### config.mk
export PLATFORM = sky130hd
export DESIGN_NAME = p4f_queue
export DESIGN_NICKNAME = d
export VERILOG_FILES = /design/src/rtl/core/p4f_pkg.sv /design/src/rtl/core/p4f_queue.sv
export SDC_FILE = /design/constraint.sdc
export NUM_CORES = 1
export LEC_CHECK = 0
export BUFFER_PORTS_ARGS = -buffer_cell sky130_fd_sc_hd__clkbuf_2
export CORE_MARGIN = 4
export CORE_UTILIZATION = 50
export DETAILED_ROUTE_END_ITERATION = 16
export PLACE_DENSITY_LB_ADDON = 0.05
export SETUP_SLACK_MARGIN = 0.3
export SYNTH_ARGS = -nofsm -noshare
export SYNTH_HDL_FRONTEND = slang
export SYNTH_SLANG_ARGS = --single-unit
### constraint.sdc
create_clock -name i_clk -period 3.1 [get_ports i_clk]
set_clock_uncertainty 0.05 [all_clocks]
set_input_delay 0.155 -clock i_clk [delete_from_list [all_inputs] [get_ports i_clk]]
set_output_delay 0.155 -clock i_clk [all_outputs]
set_load 0.01 [all_outputs]
### src/rtl/core/p4f_pkg.sv
// ----------------------------------------------------------------------------
// p4f_pkg: shared types and constants of the polynomial fit block
// Field widths, coefficient register codes, queue item layout and the
// state encoding of the back end.
// ----------------------------------------------------------------------------
package p4f_pkg;

    localparam int X_W             = 16;
    localparam int Y_W             = 40;
    localparam int COEF_W          = 8;
    localparam int NUM_COEF        = 5;
    localparam int FRAC            = 12;
    localparam int ACC_W           = 36;
    localparam int DIFF_W          = Y_W + 1;
    localparam int HALF_W          = 19;
    localparam int SQ_LIMIT_BIT    = 2 * HALF_W;
    localparam int SQ_W            = 64;
    localparam int CFG_AW          = 3;
    localparam int QUEUE_DEPTH     = 4;
    localparam int QLVL_W          = $clog2(QUEUE_DEPTH + 1);
    localparam int DEF_MAX_SAMPLES = 256;
    localparam int IN_DATA_W       = 56;
    localparam int OUT_DATA_W      = Y_W + 2 * SQ_W;

    typedef enum logic [CFG_AW-1:0] {
        REG_COEFF_X4 = 3'd0,
        REG_COEFF_X3 = 3'd1,
        REG_COEFF_X2 = 3'd2,
        REG_COEFF_X1 = 3'd3,
        REG_COEFF_X0 = 3'd4
    } t_reg_idx;

    typedef logic signed [COEF_W-1:0] t_coef;
    typedef t_coef [NUM_COEF-1:0] t_coeffs;

    typedef struct packed {
        logic                  last;
        logic signed [Y_W-1:0] y;
        logic signed [X_W-1:0] x;
    } t_item;

    typedef struct packed {
        logic              empty;
        logic              full;
        logic [QLVL_W-1:0] level;
    } t_q_stat;

    typedef enum logic [2:0] {
        ST_IDLE,
        ST_HORNER,
        ST_DIFF,
        ST_SQUARE,
        ST_SUMSQ,
        ST_ACCUM,
        ST_DIVIDE,
        ST_HOLD
    } t_state;

    function automatic logic signed [ACC_W-1:0] coef_q12(input t_coef c);
        coef_q12 = {{(ACC_W - COEF_W - FRAC){c[COEF_W-1]}}, c, {FRAC{1'b0}}};
    endfunction

endpackage

### src/rtl/core/p4f_queue.sv
// ----------------------------------------------------------------------------
// p4f_queue: sample queue between input side and back end
// Short first-in first-out buffer of accepted samples.
// ----------------------------------------------------------------------------
module p4f_queue
    import p4f_pkg::*;
(
    input  logic    i_clk,
    input  logic    i_rst_n,
    input  logic    i_push,
    input  t_item   i_item,
    input  logic    i_pop,
    output t_item   o_item,
    output t_q_stat o_stat
);

    localparam int PW = $clog2(QUEUE_DEPTH);

    t_item             r_mem [QUEUE_DEPTH];
    logic [PW-1:0]     r_wr;
    logic [PW-1:0]     r_rd;
    logic [QLVL_W-1:0] r_level;

    function automatic logic [PW-1:0] wrap_inc(input logic [PW-1:0] p);
        wrap_inc = (p == PW'(QUEUE_DEPTH - 1)) ? '0 : p + 1'b1;
    endfunction

    always_ff @(posedge i_clk) begin
        if (!i_rst_n) begin
            r_wr    <= '0;
            r_rd    <= '0;
            r_level <= '0;
        end else begin
            if (i_push) begin
                r_wr <= wrap_inc(r_wr);
            end
            if (i_pop) begin
                r_rd <= wrap_inc(r_rd);
            end
            if (i_push && !i_pop) begin
                r_level <= r_level + 1'b1;
            end else if (!i_push && i_pop) begin
                r_level <= r_level - 1'b1;
            end
        end
    end

    always_ff @(posedge i_clk) begin
        if (i_push) begin
            r_mem[r_wr] <= i_item;
        end
    end

    assign o_item       = r_mem[r_rd];
    assign o_stat.empty = (r_level == '0);
    assign o_stat.full  = (r_level == QLVL_W'(QUEUE_DEPTH));
    assign o_stat.level = r_level;

endmodule

After elaboration in Yosys (flattened, before gate mapping)
Memories as Yosys holds them, arrays and structs flattened. A register that Yosys moved wholly into a read port is not among the register bits.
Index checks and enable logic that the tools add are counted.
{"block": "totals", "reg_bits": 7, "latch_bits": 0, "ram_bits": 228, "rom_bits": 0, "in_bits": 61, "output_inout_bits": 62, "word_cells": 25, "mem_count": 1}
{"memory": "r_mem", "depth": 4, "width": 57, "rd": 1, "rd_ports_with_merged_regs": 1, "write_ports": 1, "line": "p4f_queue.sv:19", "text": "t_item r_mem [QUEUE_DEPTH];"}
{"block": "op_classes", "add_sub_neg": 4, "mul": 0, "n_div": 0, "magnitude_cmp": 0, "eq_ne": 3, "shifts": 0, "muxes": 8, "n_bitwise": 0, "n_reduce_logical": 6}
{"operator": "$mux 2", "count": 4}
{"operator": "$mux 3", "count": 2}
{"operator": "$add 2x1->2 const B", "count": 2}
{"operator": "$eq 2x2->1 const B", "count": 2}
{"operator": "$add 3x1->3 const B", "count": 1}
{"operator": "$eq 3x3->1 const B", "count": 1}
{"operator": "$logic_not 3->1", "count": 1}
{"operator": "$sub 3x1->3 const B", "count": 1}
{"operator": "$logic_and 1x1->1", "count": 2}
{"operator": "$logic_not 1->1", "count": 2}
{"operator": "$mux 1", "count": 2}
{"operator": "$reduce_bool 2->1", "count": 1}

Longest topological paths before layout
{"block": "logic_depth", "ltp_word": 4, "mapped_depth": 7, "ltp_nobuf": 7}

Least setup slack after synthesis
No wires, ideal clock.
{"block": "synth_path", "kind": "register -> register", "from": "reg r_wr[0]", "to": "mem r_mem[3][0] (netlist name) (enable)", "setup_ns": 0.420, "t_arrival_ns": 1.898, "required_ns": 2.630, "setup_slack_ns": 0.732, "path_stages_with_launch": 3, "n_path_buf": 0, "period_less_slack_ns": 2.368, "cell_sequence": "dfxtp_1 ha_1 and2_1"}
{"item": "from (decl)", "line": "p4f_queue.sv:20", "text": "logic [PW-1:0] r_wr;"}
{"item": "from (signal assigned)", "line": "p4f_queue.sv:35", "text": "r_wr <= wrap_inc(r_wr);"}
{"item": "to (decl)", "line": "p4f_queue.sv:19"}
Straight into the memory's write port.

==> flow_summary_export.csv <==
group,metric,value,unit
drt,drc,0,
clock_tree,cts_inserted_buffers,24,
pwr,p_total,6942,uW
drt,drt-total-wl,15.68,mm
setup_path,arrival,2.21,ns
clock_tree,cts_max_level,1,
yosys,post_synth_and_or_nand_nor_area_fraction,0.01038,
global_route,use_met2,0.2742,
die,core-area,16820,sq um
setup_path,cp.depth,3,
pwr,leakage,0.003749,uW
yosys,synth_fp_nets,409,
clock_tree,clk_pin_slew_worst_paths,0.06,ns
yosys,synth_top_family_by_area,"multiplexers",
setup_path,crit_type,"reg -> out",
sta,finalSetupTns,0,ns
layout,layoutNonFillerInstCount,778,
sta,fin_crit_sh,0.7789,
yosys,synth_area_per_cell,25.44,sq um
global_route,grt_pass1_wl,24.69,mm
yosys,yosys.area_share.xor_xnor,0.002019,
yosys,yosysWarnings,0,
sta,max_freq,414.2,MHz
setup_path,cpMaxStageDelayCell,"dfxtp_4",
placed_design,place_congestion,0.6780,
setup_path,crit_path_end,"o_item[50]",
layout,num-nets-final,609,
clock_tree,cts_tree,"built",
global_route,grt_util_met1,0.2172,
placed_design,dp_cells,674,
yosys,synth.area.mux_share,0.1526,
layout,fin_util,0.6451,
placed_design,io_buffers,122,
global_route,grt_pass1_vias,4527,
drt,firstDrtPassIters,4,
yosys,syn_area,8676,sq um
pwr,powerDensity,639.8,nW/um^2
yosys,synthDistinctLibCells,22,
sta,slew_violations,0,
global_route,antenna_found_initial,0,
setup_path,r2r_cells,2,
die,num_rows,47,
setup_path,r2r_slack,1.32,ns
drt,first_iter_violations,191,
setup_path,path_delay_family,"flip-flops",
yosys,synthAdderAreaFrac,0.01096,
clock_tree,post_cts_buffers,0,
layout,n_antenna_cell,0,
drt,num_vias,4123,
sta,rsz0062_at_grt,"no",
global_route,grtUsageTotal,0.1623,
global_route,gr-usage-met3,0.03671,
clock_tree,cts.sinks,237,
setup_path,worst-path-buf-inv,2,
run_status,outcome,"finished clean",
setup_path,crit-reg2reg-launch,"r_wr[0]",
yosys,ys_seq_area_frac,0.8099,
sta,hold_viol,0,
global_route,grt.overflow.total,0,
sta,setup_viol,0,
yosys,synthCells,341,
pwr,peakVddDrop,0.3799,mV
layout,drive_above_1_share,0.3907,
clock_tree,clk_latency,0.50,ns
sta,slew_headroom,0.3957,
flow_run,max-cap-violations,0,
drt,final_antenna_net_count,0,
die,start_util,0.5158,
drt,via_per_inst,5.299,
hold_path,min_path_type,"in -> reg",
setup_path,crit_fanout,27,
global_route,grt_start_max_net_pins,58,
die,die_height,139.7,um
setup_path,required,2.89,ns
yosys,ys_ff_latch,237,
clock_tree,cts.path.max_buffers,3,
drt,routedWlPerCell,20.15,um
die,fp.dieW,139.7,um
setup_path,crit_path_max_incr_delay,0.66,ns
die,ios,123,
setup_path,crit_path_end_kind,"output pin",
sta,fin_crit,2.415,ns
yosys,synth_compound_area_frac,0.002307,
global_route,grt_busiest_layer,"met2",
placed_design,post-dp-hpwl,8.955,mm
clock_tree,cts_root_buf,"clkbuf_16",
setup_path,timing.rr.end,"r_mem[3][53]",
sta,hold-worst-slack,0.3586,ns
die,dieArea,19520,sq um
setup_path,path_cells,"buf_12 -> mux4_2 -> clkbuf_2",
sta,worstMarginPinSlew,0.9065,ns
setup_path,startpoint_type,"flop",
layout,syn2layout_area_growth,25.05,%
-- synthesized netlist by cell type (all sizes together) --
master,n,area (sq um)
ha,6,75.07
xnor2,1,8.760
mux4,57,1284
mux2i,4,40.04
edfxtp,228,6847
o21a,1,7.510
buf,10,80.07
or3,1,6.260
and2,5,31.28
nor2b,5,31.28
nor3b,1,7.510
nor3,2,10.01
a21boi,1,7.510
o21ai,1,5.000
fa,1,20.02
clkbuf,2,7.510
dfxtp,9,180.2
nor2,1,3.750
inv,4,15.01
xor2,1,8.760
-- registers in the layout (all words and copies together) (netlist names), named ones only --
| signal | count |
|---|---|
| r_level | 3 |
| r_wr | 2 |
| r_mem | 228 |
| r_rd | 2 |
-- cells in the final DEF (no fill, tap or decap), drive strengths merged --
cell         synthesis  routed
clkinv               0      10
mux2i                4       4
dlygate4sd3          0      61
edfxtp             228     228
a21boi               1       1
and2                 5       5
ha                   6       6
nor2b                5       5
or3                  1       1
dfxtp                9       9
fa                   1       1
o21ai                1       1
xor2                 1       1
clkbuf               2     154
clkinvlp             0       1
inv                  4       4
mux4                57      57
nor2                 1       1
nor3b                1       1
buf                 10       3
xnor2                1       1
nor3                 2       2
o21a                 1       1
-- power by group --
part / internal (uW) / switching [uW]
registers: 3670 / 60.8
clock network: 1470 / 1100
logic: 324 / 322
-- cells by family after synthesis --
kind of cell    count (synthesis)
compound gates                  3
xor+xnor                        2
fa+ha+maj                       7
buf+inv                        16
flops                         237
mux                            61
simple gates                   15
-- cell type report --
cell class / instances / area, sq um
timing repair buffer: 186 / 1269
sequential: 237 / 7032
clock inverter: 11 / 50.05
inverter: 4 / 15.01
tap: 220 / 275.3
clock buffer: 32 / 651.9
fill: 1160 / 5969
multi-input combinational: 88 / 1556
-- metrics by stage --
step	cell area (sq um)	setup WS, ns
2_1_floorplan	8676	0.7315
3_3_place_gp	9537	1.138
3_5_place_dp	9537	1.146
4_1_cts	10850	0.5970
5_1_grt	10850	0.5209
6_report	10850	0.6854
-- how the worst min path moves through the flow --
stage	from	depth (start not counted)	end
after floorplan	i_item[0]	0	r_mem[0][0]
after global placement	i_item[24]	1	r_mem[1][24]
after detailed placement	i_item[22]	1	r_mem[3][22]
after CTS	i_item[44]	2	r_mem[2][44]
after global routing	i_item[14]	2	r_mem[0][14]
final	i_item[44]	2	r_mem[2][44]
-- metal layers --
metal	vias to the layer above	share of wire
li1	1857	-
met1	2119	0.42
met2	132	0.50
met3	15	0.066
met4	0	0.014
met5	-	0
-- timing repair --
item                                   in CTS  in global routing
endpoints found under the hold margin     237                  0
resized for setup                           0                  0
hold buffers                               61                  0
(Power assumes the default switching activity.)
