===== src/rtl/core/p4f_pkg.sv =====
// ----------------------------------------------------------------------------
// p4f_pkg: shared types and constants of the polynomial fit block
// Field widths, coefficient register codes, queue item layout and the
// state encoding of the back end.
// ----------------------------------------------------------------------------
package p4f_pkg;

    localparam int X_W             = 16;
    localparam int Y_W             = 40;
    localparam int COEF_W          = 8;
    localparam int NUM_COEF        = 5;
    localparam int FRAC            = 12;
    localparam int ACC_W           = 36;
    localparam int DIFF_W          = Y_W + 1;
    localparam int HALF_W          = 19;
    localparam int SQ_LIMIT_BIT    = 2 * HALF_W;
    localparam int SQ_W            = 64;
    localparam int CFG_AW          = 3;
    localparam int QUEUE_DEPTH     = 4;
    localparam int QLVL_W          = $clog2(QUEUE_DEPTH + 1);
    localparam int DEF_MAX_SAMPLES = 256;
    localparam int IN_DATA_W       = 56;
    localparam int OUT_DATA_W      = Y_W + 2 * SQ_W;

    typedef enum logic [CFG_AW-1:0] {
        REG_COEFF_X4 = 3'd0,
        REG_COEFF_X3 = 3'd1,
        REG_COEFF_X2 = 3'd2,
        REG_COEFF_X1 = 3'd3,
        REG_COEFF_X0 = 3'd4
    } t_reg_idx;

    typedef logic signed [COEF_W-1:0] t_coef;
    typedef t_coef [NUM_COEF-1:0] t_coeffs;

    typedef struct packed {
        logic                  last;
        logic signed [Y_W-1:0] y;
        logic signed [X_W-1:0] x;
    } t_item;

    typedef struct packed {
        logic              empty;
        logic              full;
        logic [QLVL_W-1:0] level;
    } t_q_stat;

    typedef enum logic [2:0] {
        ST_IDLE,
        ST_HORNER,
        ST_DIFF,
        ST_SQUARE,
        ST_SUMSQ,
        ST_ACCUM,
        ST_DIVIDE,
        ST_HOLD
    } t_state;

    function automatic logic signed [ACC_W-1:0] coef_q12(input t_coef c);
        coef_q12 = {{(ACC_W - COEF_W - FRAC){c[COEF_W-1]}}, c, {FRAC{1'b0}}};
    endfunction

endpackage


===== src/rtl/core/p4f_div.sv =====
// ----------------------------------------------------------------------------
// p4f_div: radix-2 restoring divider
// Unsigned quotient of a wide dividend by a narrow divisor, one bit per cycle.
// ----------------------------------------------------------------------------
module p4f_div
    import p4f_pkg::*;
#(
    parameter int DW = SQ_W,
    parameter int VW = 9
) (
    input  logic          i_clk,
    input  logic          i_rst_n,
    input  logic          i_start,
    input  logic [DW-1:0] i_dividend,
    input  logic [VW-1:0] i_divisor,
    output logic          o_done,
    output logic [DW-1:0] o_quotient
);

    localparam int CNT_W = $clog2(DW + 1);

    logic [DW-1:0]    r_quo;
    logic [VW-1:0]    r_rem;
    logic [VW-1:0]    r_div;
    logic [CNT_W-1:0] r_cnt;
    logic             r_busy;
    logic             r_done;
    logic [VW:0]      w_trial;
    logic             w_fits;

    assign w_trial = {r_rem, r_quo[DW-1]};
    assign w_fits  = (w_trial >= {1'b0, r_div});

    always_ff @(posedge i_clk) begin
        if (!i_rst_n) begin
            r_busy <= 1'b0;
            r_done <= 1'b0;
            r_cnt  <= '0;
        end else begin
            r_done <= 1'b0;
            if (i_start) begin
                r_busy <= 1'b1;
                r_cnt  <= CNT_W'(DW);
            end else if (r_busy) begin
                r_cnt <= r_cnt - 1'b1;
                if (r_cnt == CNT_W'(1)) begin
                    r_busy <= 1'b0;
                    r_done <= 1'b1;
                end
            end
        end
    end

    always_ff @(posedge i_clk) begin
        if (i_start) begin
            r_quo <= i_dividend;
            r_rem <= '0;
            r_div <= i_divisor;
        end else if (r_busy) begin
            r_quo <= {r_quo[DW-2:0], w_fits};
            r_rem <= w_fits ? VW'(w_trial - {1'b0, r_div}) : w_trial[VW-1:0];
        end
    end

    assign o_done     = r_done;
    assign o_quotient = r_quo;

endmodule


===== src/rtl/core/p4f_back.sv =====
// ----------------------------------------------------------------------------
// p4f_back: polynomial evaluation, squared error and mean
// Sequencer that runs Horner steps on one shared multiplier, squares the
// error, keeps the running sum and count, and divides on the last sample.
// ----------------------------------------------------------------------------
module p4f_back
    import p4f_pkg::*;
#(
    parameter int MAX_SAMPLES = DEF_MAX_SAMPLES
) (
    input  logic                  i_clk,
    input  logic                  i_rst_n,
    input  t_coeffs               i_coeffs,
    input  logic                  i_item_valid,
    input  t_item                 i_item,
    output logic                  o_pop,
    output logic                  o_out_valid,
    input  logic                  i_out_ready,
    output logic signed [Y_W-1:0] o_fitted,
    output logic [SQ_W-1:0]       o_sq,
    output logic [SQ_W-1:0]       o_mean,
    output logic                  o_mean_valid
);

    localparam int CNT_W = $clog2(MAX_SAMPLES + 1);

    t_state                     r_state;
    t_state                     n_state;
    logic [1:0]                 r_step;
    logic signed [X_W-1:0]      r_x;
    logic signed [Y_W-1:0]      r_y;
    logic                       r_last;
    logic signed [ACC_W-1:0]    r_acc;
    logic [DIFF_W-1:0]          r_mag;
    logic                       r_big;
    logic [2*HALF_W-1:0]        r_hh;
    logic [2*HALF_W-1:0]        r_hl;
    logic [2*HALF_W-1:0]        r_ll;
    logic [SQ_W-1:0]            r_sq;
    logic [SQ_W-1:0]            r_sum;
    logic [CNT_W-1:0]           r_count;
    logic [SQ_W-1:0]            r_mean;
    logic                       r_out_valid;
    logic signed [Y_W-1:0]      r_out_fitted;
    logic [SQ_W-1:0]            r_out_sq;
    logic [SQ_W-1:0]            r_out_mean;
    logic                       r_out_mvalid;

    logic                       w_div_start;
    logic                       w_div_done;
    logic [SQ_W-1:0]            w_quotient;
    logic                       w_out_load;
    logic                       w_out_free;
    logic signed [ACC_W+X_W-1:0] w_prod;
    logic signed [ACC_W+X_W-1:0] w_prod_sh;
    logic [2:0]                 w_sel;
    logic signed [DIFF_W-1:0]   w_diff;
    logic [HALF_W-1:0]          w_hi;
    logic [HALF_W-1:0]          w_lo;
    logic [SQ_W:0]              w_sum_ext;
    logic [SQ_W-1:0]            w_sum_new;
    logic [CNT_W-1:0]           w_count_new;

    assign w_out_free = !r_out_valid || i_out_ready;

    always_ff @(posedge i_clk) begin
        if (!i_rst_n) begin
            r_state <= ST_IDLE;
        end else begin
            r_state <= n_state;
        end
    end

    always_comb begin
        n_state     = r_state;
        o_pop       = 1'b0;
        w_div_start = 1'b0;
        w_out_load  = 1'b0;
        case (r_state)
            ST_IDLE: begin
                if (i_item_valid) begin
                    o_pop   = 1'b1;
                    n_state = ST_HORNER;
                end
            end
            ST_HORNER: begin
                if (r_step == 2'd3) begin
                    n_state = ST_DIFF;
                end
            end
            ST_DIFF:   n_state = ST_SQUARE;
            ST_SQUARE: n_state = ST_SUMSQ;
            ST_SUMSQ:  n_state = ST_ACCUM;
            ST_ACCUM: begin
                if (r_last) begin
                    w_div_start = 1'b1;
                    n_state     = ST_DIVIDE;
                end else begin
                    n_state = ST_HOLD;
                end
            end
            ST_DIVIDE: begin
                if (w_div_done) begin
                    n_state = ST_HOLD;
                end
            end
            ST_HOLD: begin
                if (w_out_free) begin
                    w_out_load = 1'b1;
                    n_state    = ST_IDLE;
                end
            end
            default: n_state = ST_IDLE;
        endcase
    end

    assign w_prod    = r_acc * r_x;
    assign w_prod_sh = w_prod >>> FRAC;
    assign w_sel     = 3'(r_step) + 3'd1;
    assign w_diff    = {r_y[Y_W-1], r_y} - {{(DIFF_W - ACC_W){r_acc[ACC_W-1]}}, r_acc};
    assign w_hi      = r_mag[2*HALF_W-1:HALF_W];
    assign w_lo      = r_mag[HALF_W-1:0];

    assign w_sum_ext   = {1'b0, r_sum} + {1'b0, r_sq};
    assign w_sum_new   = w_sum_ext[SQ_W] ? '1 : w_sum_ext[SQ_W-1:0];
    assign w_count_new = (r_count < CNT_W'(MAX_SAMPLES)) ? r_count + 1'b1 : r_count;

    always_ff @(posedge i_clk) begin
        if (!i_rst_n) begin
            r_step  <= '0;
            r_sum   <= '0;
            r_count <= '0;
        end else begin
            case (r_state)
                ST_IDLE: begin
                    r_step <= '0;
                end
                ST_HORNER: begin
                    r_step <= r_step + 1'b1;
                end
                ST_ACCUM: begin
                    if (r_last) begin
                        r_sum   <= '0;
                        r_count <= '0;
                    end else begin
                        r_sum   <= w_sum_new;
                        r_count <= w_count_new;
                    end
                end
                default: ;
            endcase
        end
    end

    always_ff @(posedge i_clk) begin
        case (r_state)
            ST_IDLE: begin
                r_x    <= i_item.x;
                r_y    <= i_item.y;
                r_last <= i_item.last;
                r_acc  <= coef_q12(i_coeffs[REG_COEFF_X4]);
            end
            ST_HORNER: begin
                r_acc <= w_prod_sh[ACC_W-1:0] + coef_q12(i_coeffs[w_sel]);
            end
            ST_DIFF: begin
                r_mag <= w_diff[DIFF_W-1] ? DIFF_W'(-w_diff) : DIFF_W'(w_diff);
            end
            ST_SQUARE: begin
                r_big <= |r_mag[DIFF_W-1:SQ_LIMIT_BIT];
                r_hh  <= w_hi * w_hi;
                r_hl  <= w_hi * w_lo;
                r_ll  <= w_lo * w_lo;
            end
            ST_SUMSQ: begin
                r_sq <= r_big ? '1 :
                        (SQ_W'(r_hh) << 26) + (SQ_W'(r_hl) << 8) + SQ_W'(r_ll >> FRAC);
            end
            ST_ACCUM: begin
                r_mean <= '0;
            end
            ST_DIVIDE: begin
                if (w_div_done) begin
                    r_mean <= w_quotient;
                end
            end
            default: ;
        endcase
    end

    p4f_div #(
        .DW (SQ_W),
        .VW (CNT_W)
    ) u_div (
        .i_clk      (i_clk),
        .i_rst_n    (i_rst_n),
        .i_start    (w_div_start),
        .i_dividend (w_sum_new),
        .i_divisor  (w_count_new),
        .o_done     (w_div_done),
        .o_quotient (w_quotient)
    );

    always_ff @(posedge i_clk) begin
        if (!i_rst_n) begin
            r_out_valid <= 1'b0;
        end else if (w_out_load) begin
            r_out_valid <= 1'b1;
        end else if (i_out_ready) begin
            r_out_valid <= 1'b0;
        end
    end

    always_ff @(posedge i_clk) begin
        if (w_out_load) begin
            r_out_fitted <= {{(Y_W - ACC_W){r_acc[ACC_W-1]}}, r_acc};
            r_out_sq     <= r_sq;
            r_out_mean   <= r_mean;
            r_out_mvalid <= r_last;
        end
    end

    assign o_out_valid  = r_out_valid;
    assign o_fitted     = r_out_fitted;
    assign o_sq         = r_out_sq;
    assign o_mean       = r_out_mean;
    assign o_mean_valid = r_out_mvalid;

endmodule

===== config.mk =====
export PLATFORM = sky130hd
export DESIGN_NAME = p4f_back
export DESIGN_NICKNAME = d
export VERILOG_FILES = /design/src/rtl/core/p4f_pkg.sv /design/src/rtl/core/p4f_div.sv /design/src/rtl/core/p4f_back.sv
export SDC_FILE = /design/constraint.sdc
export NUM_CORES = 2
export LEC_CHECK = 0
export BUFFER_PORTS_ARGS = -buffer_cell sky130_fd_sc_hd__buf_2
export CORE_MARGIN = 10
export CORE_UTILIZATION = 30
export CTS_BUF_LIST = sky130_fd_sc_hd__clkbuf_16
export DETAILED_ROUTE_END_ITERATION = 8
export GPL_ROUTABILITY_DRIVEN = 1
export PLACE_DENSITY = 0.48
export REMOVE_ABC_BUFFERS = 1
export SYNTH_ARGS = -nofsm -noshare
export SYNTH_HDL_FRONTEND = slang
export SYNTH_SLANG_ARGS = --single-unit

===== constraint.sdc =====
create_clock -name i_clk -period 12.2 [get_ports i_clk]
set_input_delay 2.44 -clock i_clk [delete_from_list [all_inputs] [get_ports i_clk]]
set_output_delay 2.44 -clock i_clk [all_outputs]
set_load 0.05 [all_outputs]

## Word level (Yosys, flattened, before mapping)

Cells that the tools add are included.
Widths: inputs -> output; s select.

| word-level totals | value |
|---|---|
| register bits after elaboration | 712 |
| bits in latches | 0 |
| RAM bits | 0 |
| bits in read-only memories | 0 |
| memories | 0 |

| operators by class | value |
|---|---|
| add/sub/neg operators | 11 |
| $mul | 4 |
| div/mod/pow operators | 0 |
| $lt $le $gt $ge | 3 |
| eq/ne operators | 13 |
| shifts and indexed selects | 0 |
| muxes and demuxes | 34 |
| bitwise gates (word level) | 2 |
| reduce and logical (&&, ||, !) cells | 12 |

Operators with widths:

| operator | count |
|---|---|
| $mux 64 | 5 |
| $pmux 64 s2 | 1 |
| $mul 19x19->38 | 3 |
| $pmux 36 s2 | 1 |
| $add 64x64->65 | 1 |
| $add 64x26->64 | 1 |
| $add 64x46->64 | 1 |
| $mul 36x16->48 | 1 |
| $neg 41->41 | 1 |
| $sub 40x36->41 | 1 |
| $mux 40 | 1 |
| $add 36x36->36 | 1 |
| $mux 9 | 3 |
| $bmux 8 s3 | 1 |
| $pmux 3 s8 | 1 |
| $mux 7 | 2 |
| $mux 1 | 13 |
| $eq 3x3->1 const B | 4 |
| $mux 3 | 4 |
| $ge 10x9->1 | 1 |
| $add 9x1->9 const B | 1 |
| $lt 9x9->1 const B | 1 |
| $sub 9x9->9 | 1 |
| $mux 8 | 1 |
| 20 further kinds | 28 |

## Longest topological paths before layout

| depth | value |
|---|---|
| word-level depth | 5 |
| depth in mapped cells | 39 |
| gate-level depth less buffers | 37 |

## Modules after synthesis

Synthesis repeated with hierarchy kept, for this count alone.

| unflattened totals | value |
|---|---|
| cell total of the unflattened synthesis | 8362 |
| area, all modules | 83418.8 um2 |

By module, submodules not included:

| module | instances | cells an instance | area an instance (um2) |
|---|---|---|---|
| p4f_back | 1 | 8073 | 79228.5 |
| p4f_div | 1 | 289 | 4190.3 |

## Least setup slack after synthesis

No wires, ideal clock.

| timing | value |
|---|---|
| kind | input port to flip-flop |
| from | input port i_out_ready |
| to | register r_out_fitted[0] (netlist: o_fitted[0]) (enable) |
| setup time | 0.694 ns |
| arrival time | 9.387 ns |
| data required time | 11.506 ns |
| setup slack | 2.119 ns |
| cell stages on the path | 2 |
| cell sequence | nor2b_1 nor2_1 |

| between the ends | value |
|---|---|
| word-level cells in the longest chain between the ends | 3 |

Ends and longest elaborated chain:

| element | line | text |
|---|---|---|
| start: declaration | p4f_back.sv:18 | `input logic i_out_ready,` |
| $logic_or 1x1->1 | p4f_back.sv:64 | `assign w_out_free = !r_out_valid \|\| i_out_ready;` |
| $mux 1 | p4f_back.sv:108 | `if (w_out_free) begin` |
| $mux 1 | p4f_back.sv:79 | `case (r_state)` |
| via w_out_load | p4f_back.sv:52 | `logic w_out_load;` |
| end signal: assignment | p4f_back.sv:216 | `r_out_fitted <= {{(Y_W - ACC_W){r_acc[ACC_W-1]}}, r_acc};` |
| end: declaration | p4f_back.sv:44 | `logic signed [Y_W-1:0] r_out_fitted;` |

The timed path passes the listed nets, and every way through them passes these cells.
A chain may end at the register's enable or synchronous reset.

## Worst setup path after layout

| timing | value |
|---|---|
| from | register r_x[6] |
| to | register r_acc[32], data pin |

| between the ends | value |
|---|---|
| word-level cells in the longest chain between the ends | 3 |

Ends and longest elaborated chain:

| element | line | text |
|---|---|---|
| start: declaration | p4f_back.sv:30 | `logic signed [X_W-1:0] r_x;` |
| start signal: assignment | p4f_back.sv:158 | `r_x <= i_item.x;` |
| $mul 36x16->48 | p4f_back.sv:117 | `assign w_prod = r_acc * r_x;` |
| $add 36x36->36 | p4f_back.sv:164 | `r_acc <= w_prod_sh[ACC_W-1:0] + coef_q12(i_coeffs[w_sel]);` |
| $pmux 36 s2 | p4f_back.sv:156 | `case (r_state)` |
| end signal: assignment | p4f_back.sv:161 | `r_acc <= coef_q12(i_coeffs[REG_COEFF_X4]);` |
| end signal: assignment | p4f_back.sv:164 |  |
| end: declaration | p4f_back.sv:33 | `logic signed [ACC_W-1:0] r_acc;` |

No other way between the ends.

==> flow_summary.toml <==
[status]
status = "finished, final reports clean"

[global_route]
antenna_found_initial = 29
grt_pass1_wl_um = 388100
overflow = 0
grt_max_degree = 70
grt_pass1_vias = 63546
grt_usage_pct = 16.53

[placement]
place.gp.congestion = 0.8790
post-place-cells = 12347
hpwlAfterDp_um = 195400
io_buffer_count = 271
placed_cell_area_sq_um = 89410

[routing]
ant_nets = 0
vias = 58643
drc_errors = 0
vias_per_cell = 4.687
drt_iter0_markers = 3472
wl_per_cell_um = 20.02
drt-pass1-iter-count = 5
drt-total-wl_um = 250400

[timing]
worst_pin_slew_ns = 1.190
rsz0062_at_grt = "false"
setup_tns_ns = 0
hold_viol = 0
max_slew_margin_pct = 20.50
min_period_ns = 10.07
slew_viol_final = 0
setup-violations-final = 0
post-route-period-util_pct = 82.53
fmax_mhz = 99.31
skew_ns = 0.04828

[floorplan]
start_util_pct = 30.09
die_area_sq_um = 301300
rows = 194
ios = 272
die_w_um = 548.9
fp.dieH_um = 548.9
core_area_sq_um = 278900

[synthesis]
synth_area_leaders = "fa_1 31%, edfxtp_1 22%, ha_1 9.9%"
netlist_area_sq_um = 83910
synth_seq_cells = 699
async_reset_ff_share_pct = 0
ys.flop_type = "edfxtp_1"
syn_inst = 8597
yosysUniqueCellTypes = 99
yosys.area.top_type_share_pct = 30.92
ys_warn_count = 0
synth_edf_count = 602
synthDominantAreaCellType = "fa_1"
synth.avg_cell_area_sq_um = 9.760
synth-seq-area-share_pct = 23.86

[critical_path]
slowest_stage = "edfxtp_1"
endpoint_kind = "register"
crit_path_frequent_cell = "fa_1"
required_ns = 12.62
path_max_fanout = 25
cp.arrival_ns = 10.49
cp-start-kind = "register"
worstSetupPathType = "reg -> reg"
critPathMaxStageDelay_ns = 1.09

[clock_network]
post-cts-setup-buffers = 0
numCtsBuffers = 85
cts_root_buf = "clkbuf_16"
clock_sinks = 699
tritoncts = "built"
clkTransAtPathRegs_ns = 0.07
clock_path_buffers = 3
htreeDepth = 3
cts_resized = 0
holdBufCountCts = 0
clk_latency_ns = 0.73

[cells_and_area]
final_cell_mix = "1691 x inv_1, 1296 x fa_1, 1012 x nand2_1"
fin_area_sq_um = 92190
layout-drive-gt1-share_pct = 7.037
seqCellArea_sq_um = 20020
final_common_cell = "inv_1"
fillerInstances = 28513
nNetsFinal = 10768
area_growth_pct = 9.868
multi_input_comb_area_sq_um = 56160
final_cells = 12511

[flow_run]
max_cap_violations = 0

[min_path]
min_path_type = "reg -> reg"
final timing paths:
path,start,end,slack [ns],depth (start not counted)
setup / recovery,r_x[6]$_DFFE_PN_,r_acc[32]$_DFFE_PP_,2.13,30
setup reg to reg,r_x[6]$_DFFE_PN_,r_acc[32]$_DFFE_PP_,2.13,30
hold reg to reg,r_mean[42]$_SDFFCE_PN0P_,o_mean[42]$_DFFE_PP_,0.40,0
hold / removal,r_mean[42]$_SDFFCE_PN0P_,o_mean[42]$_DFFE_PP_,0.40,0
layout make-up:
class                           count  share of cell area, %
Multi-Input combinational cell   5849                  60.92
Sequential cell                   699                  21.71
Inverter                         1686                  6.865
Tap cell                         3724                  5.054
Timing Repair Buffer              389                  2.432
Clock buffer                       86                  2.334
Clock inverter                     73                 0.6664
Antenna cell                        5                0.01357
cell usage after synthesis, drive strengths merged (42+ instances only):
library cell / number
a21o: 162
a21oi: 316
a31oi: 44
and2: 507
clkbuf: 335
dfxtp: 97
edfxtp: 602
fa: 1296
ha: 661
inv: 1682
nand2: 1015
nand2b: 80
nand3: 71
nor2: 414
nor2b: 63
nor3: 60
o21a: 42
o21ai: 268
o21bai: 47
xnor2: 235
xor2: 118
registers in the layout, summed over array words and instances (netlist names), 16 cells and up:
signal	cells
r_hl	38
r_y	40
r_sum	64
r_ll	26
r_mag	41
o_fitted	36
r_hh	37
r_mean	64
u_div.o_quotient	64
r_acc	36
r_sq	64
o_mean	64
o_sq	64
r_x	16
critical path: cells and delay by family, from the launching register on:
| kind | cells | cell delay, ns |
|---|---|---|
| simple gates | 6 | 1.71 |
| compound gates | 12 | 2.97 |
| buf+inv | 3 | 0.17 |
| flops | 1 | 1.09 |
| fa+ha+maj | 8 | 3.67 |
| xor+xnor | 1 | 0.16 |
logic make-up after synthesis:
| kind of cell | share of synthesized area [%] |
|---|---|
| buffers and inverters | 9.285 |
| muxes | 0.4548 |
| and+or+nand+nor | 13.57 |
| AOI/OAI and AO/OA | 8.370 |
| adders and majority gates | 40.78 |
| DFF | 23.86 |
| xor gates and xnor gates | 3.685 |
metrics by stage:
step	hold slack (ns)	utilization, %	worst slack (ns)
floorplan	0.4003	-	2.118
global placement	0.4051	32.06	2.285
detailed placement	0.4045	32.06	2.205
CTS	0.3961	33.05	2.151
global route	0.3981	33.05	1.423
finish	0.4006	33.06	2.131
routing by layer:
metal  vias up  GRT usage, %  share of wire (%)  routed length (um)
met5         -             0              0.026                  65
met4        10         4.855                3.1                7816
met3       285         2.236                4.7               11750
met2      1309         27.34                 47              116800
met1     29727         22.55                 46              114000
li1      27312             -                  -                   -
Power is not shown: default switching activity piles up to over one toggle a cycle in this logic, so the estimate is an artifact.
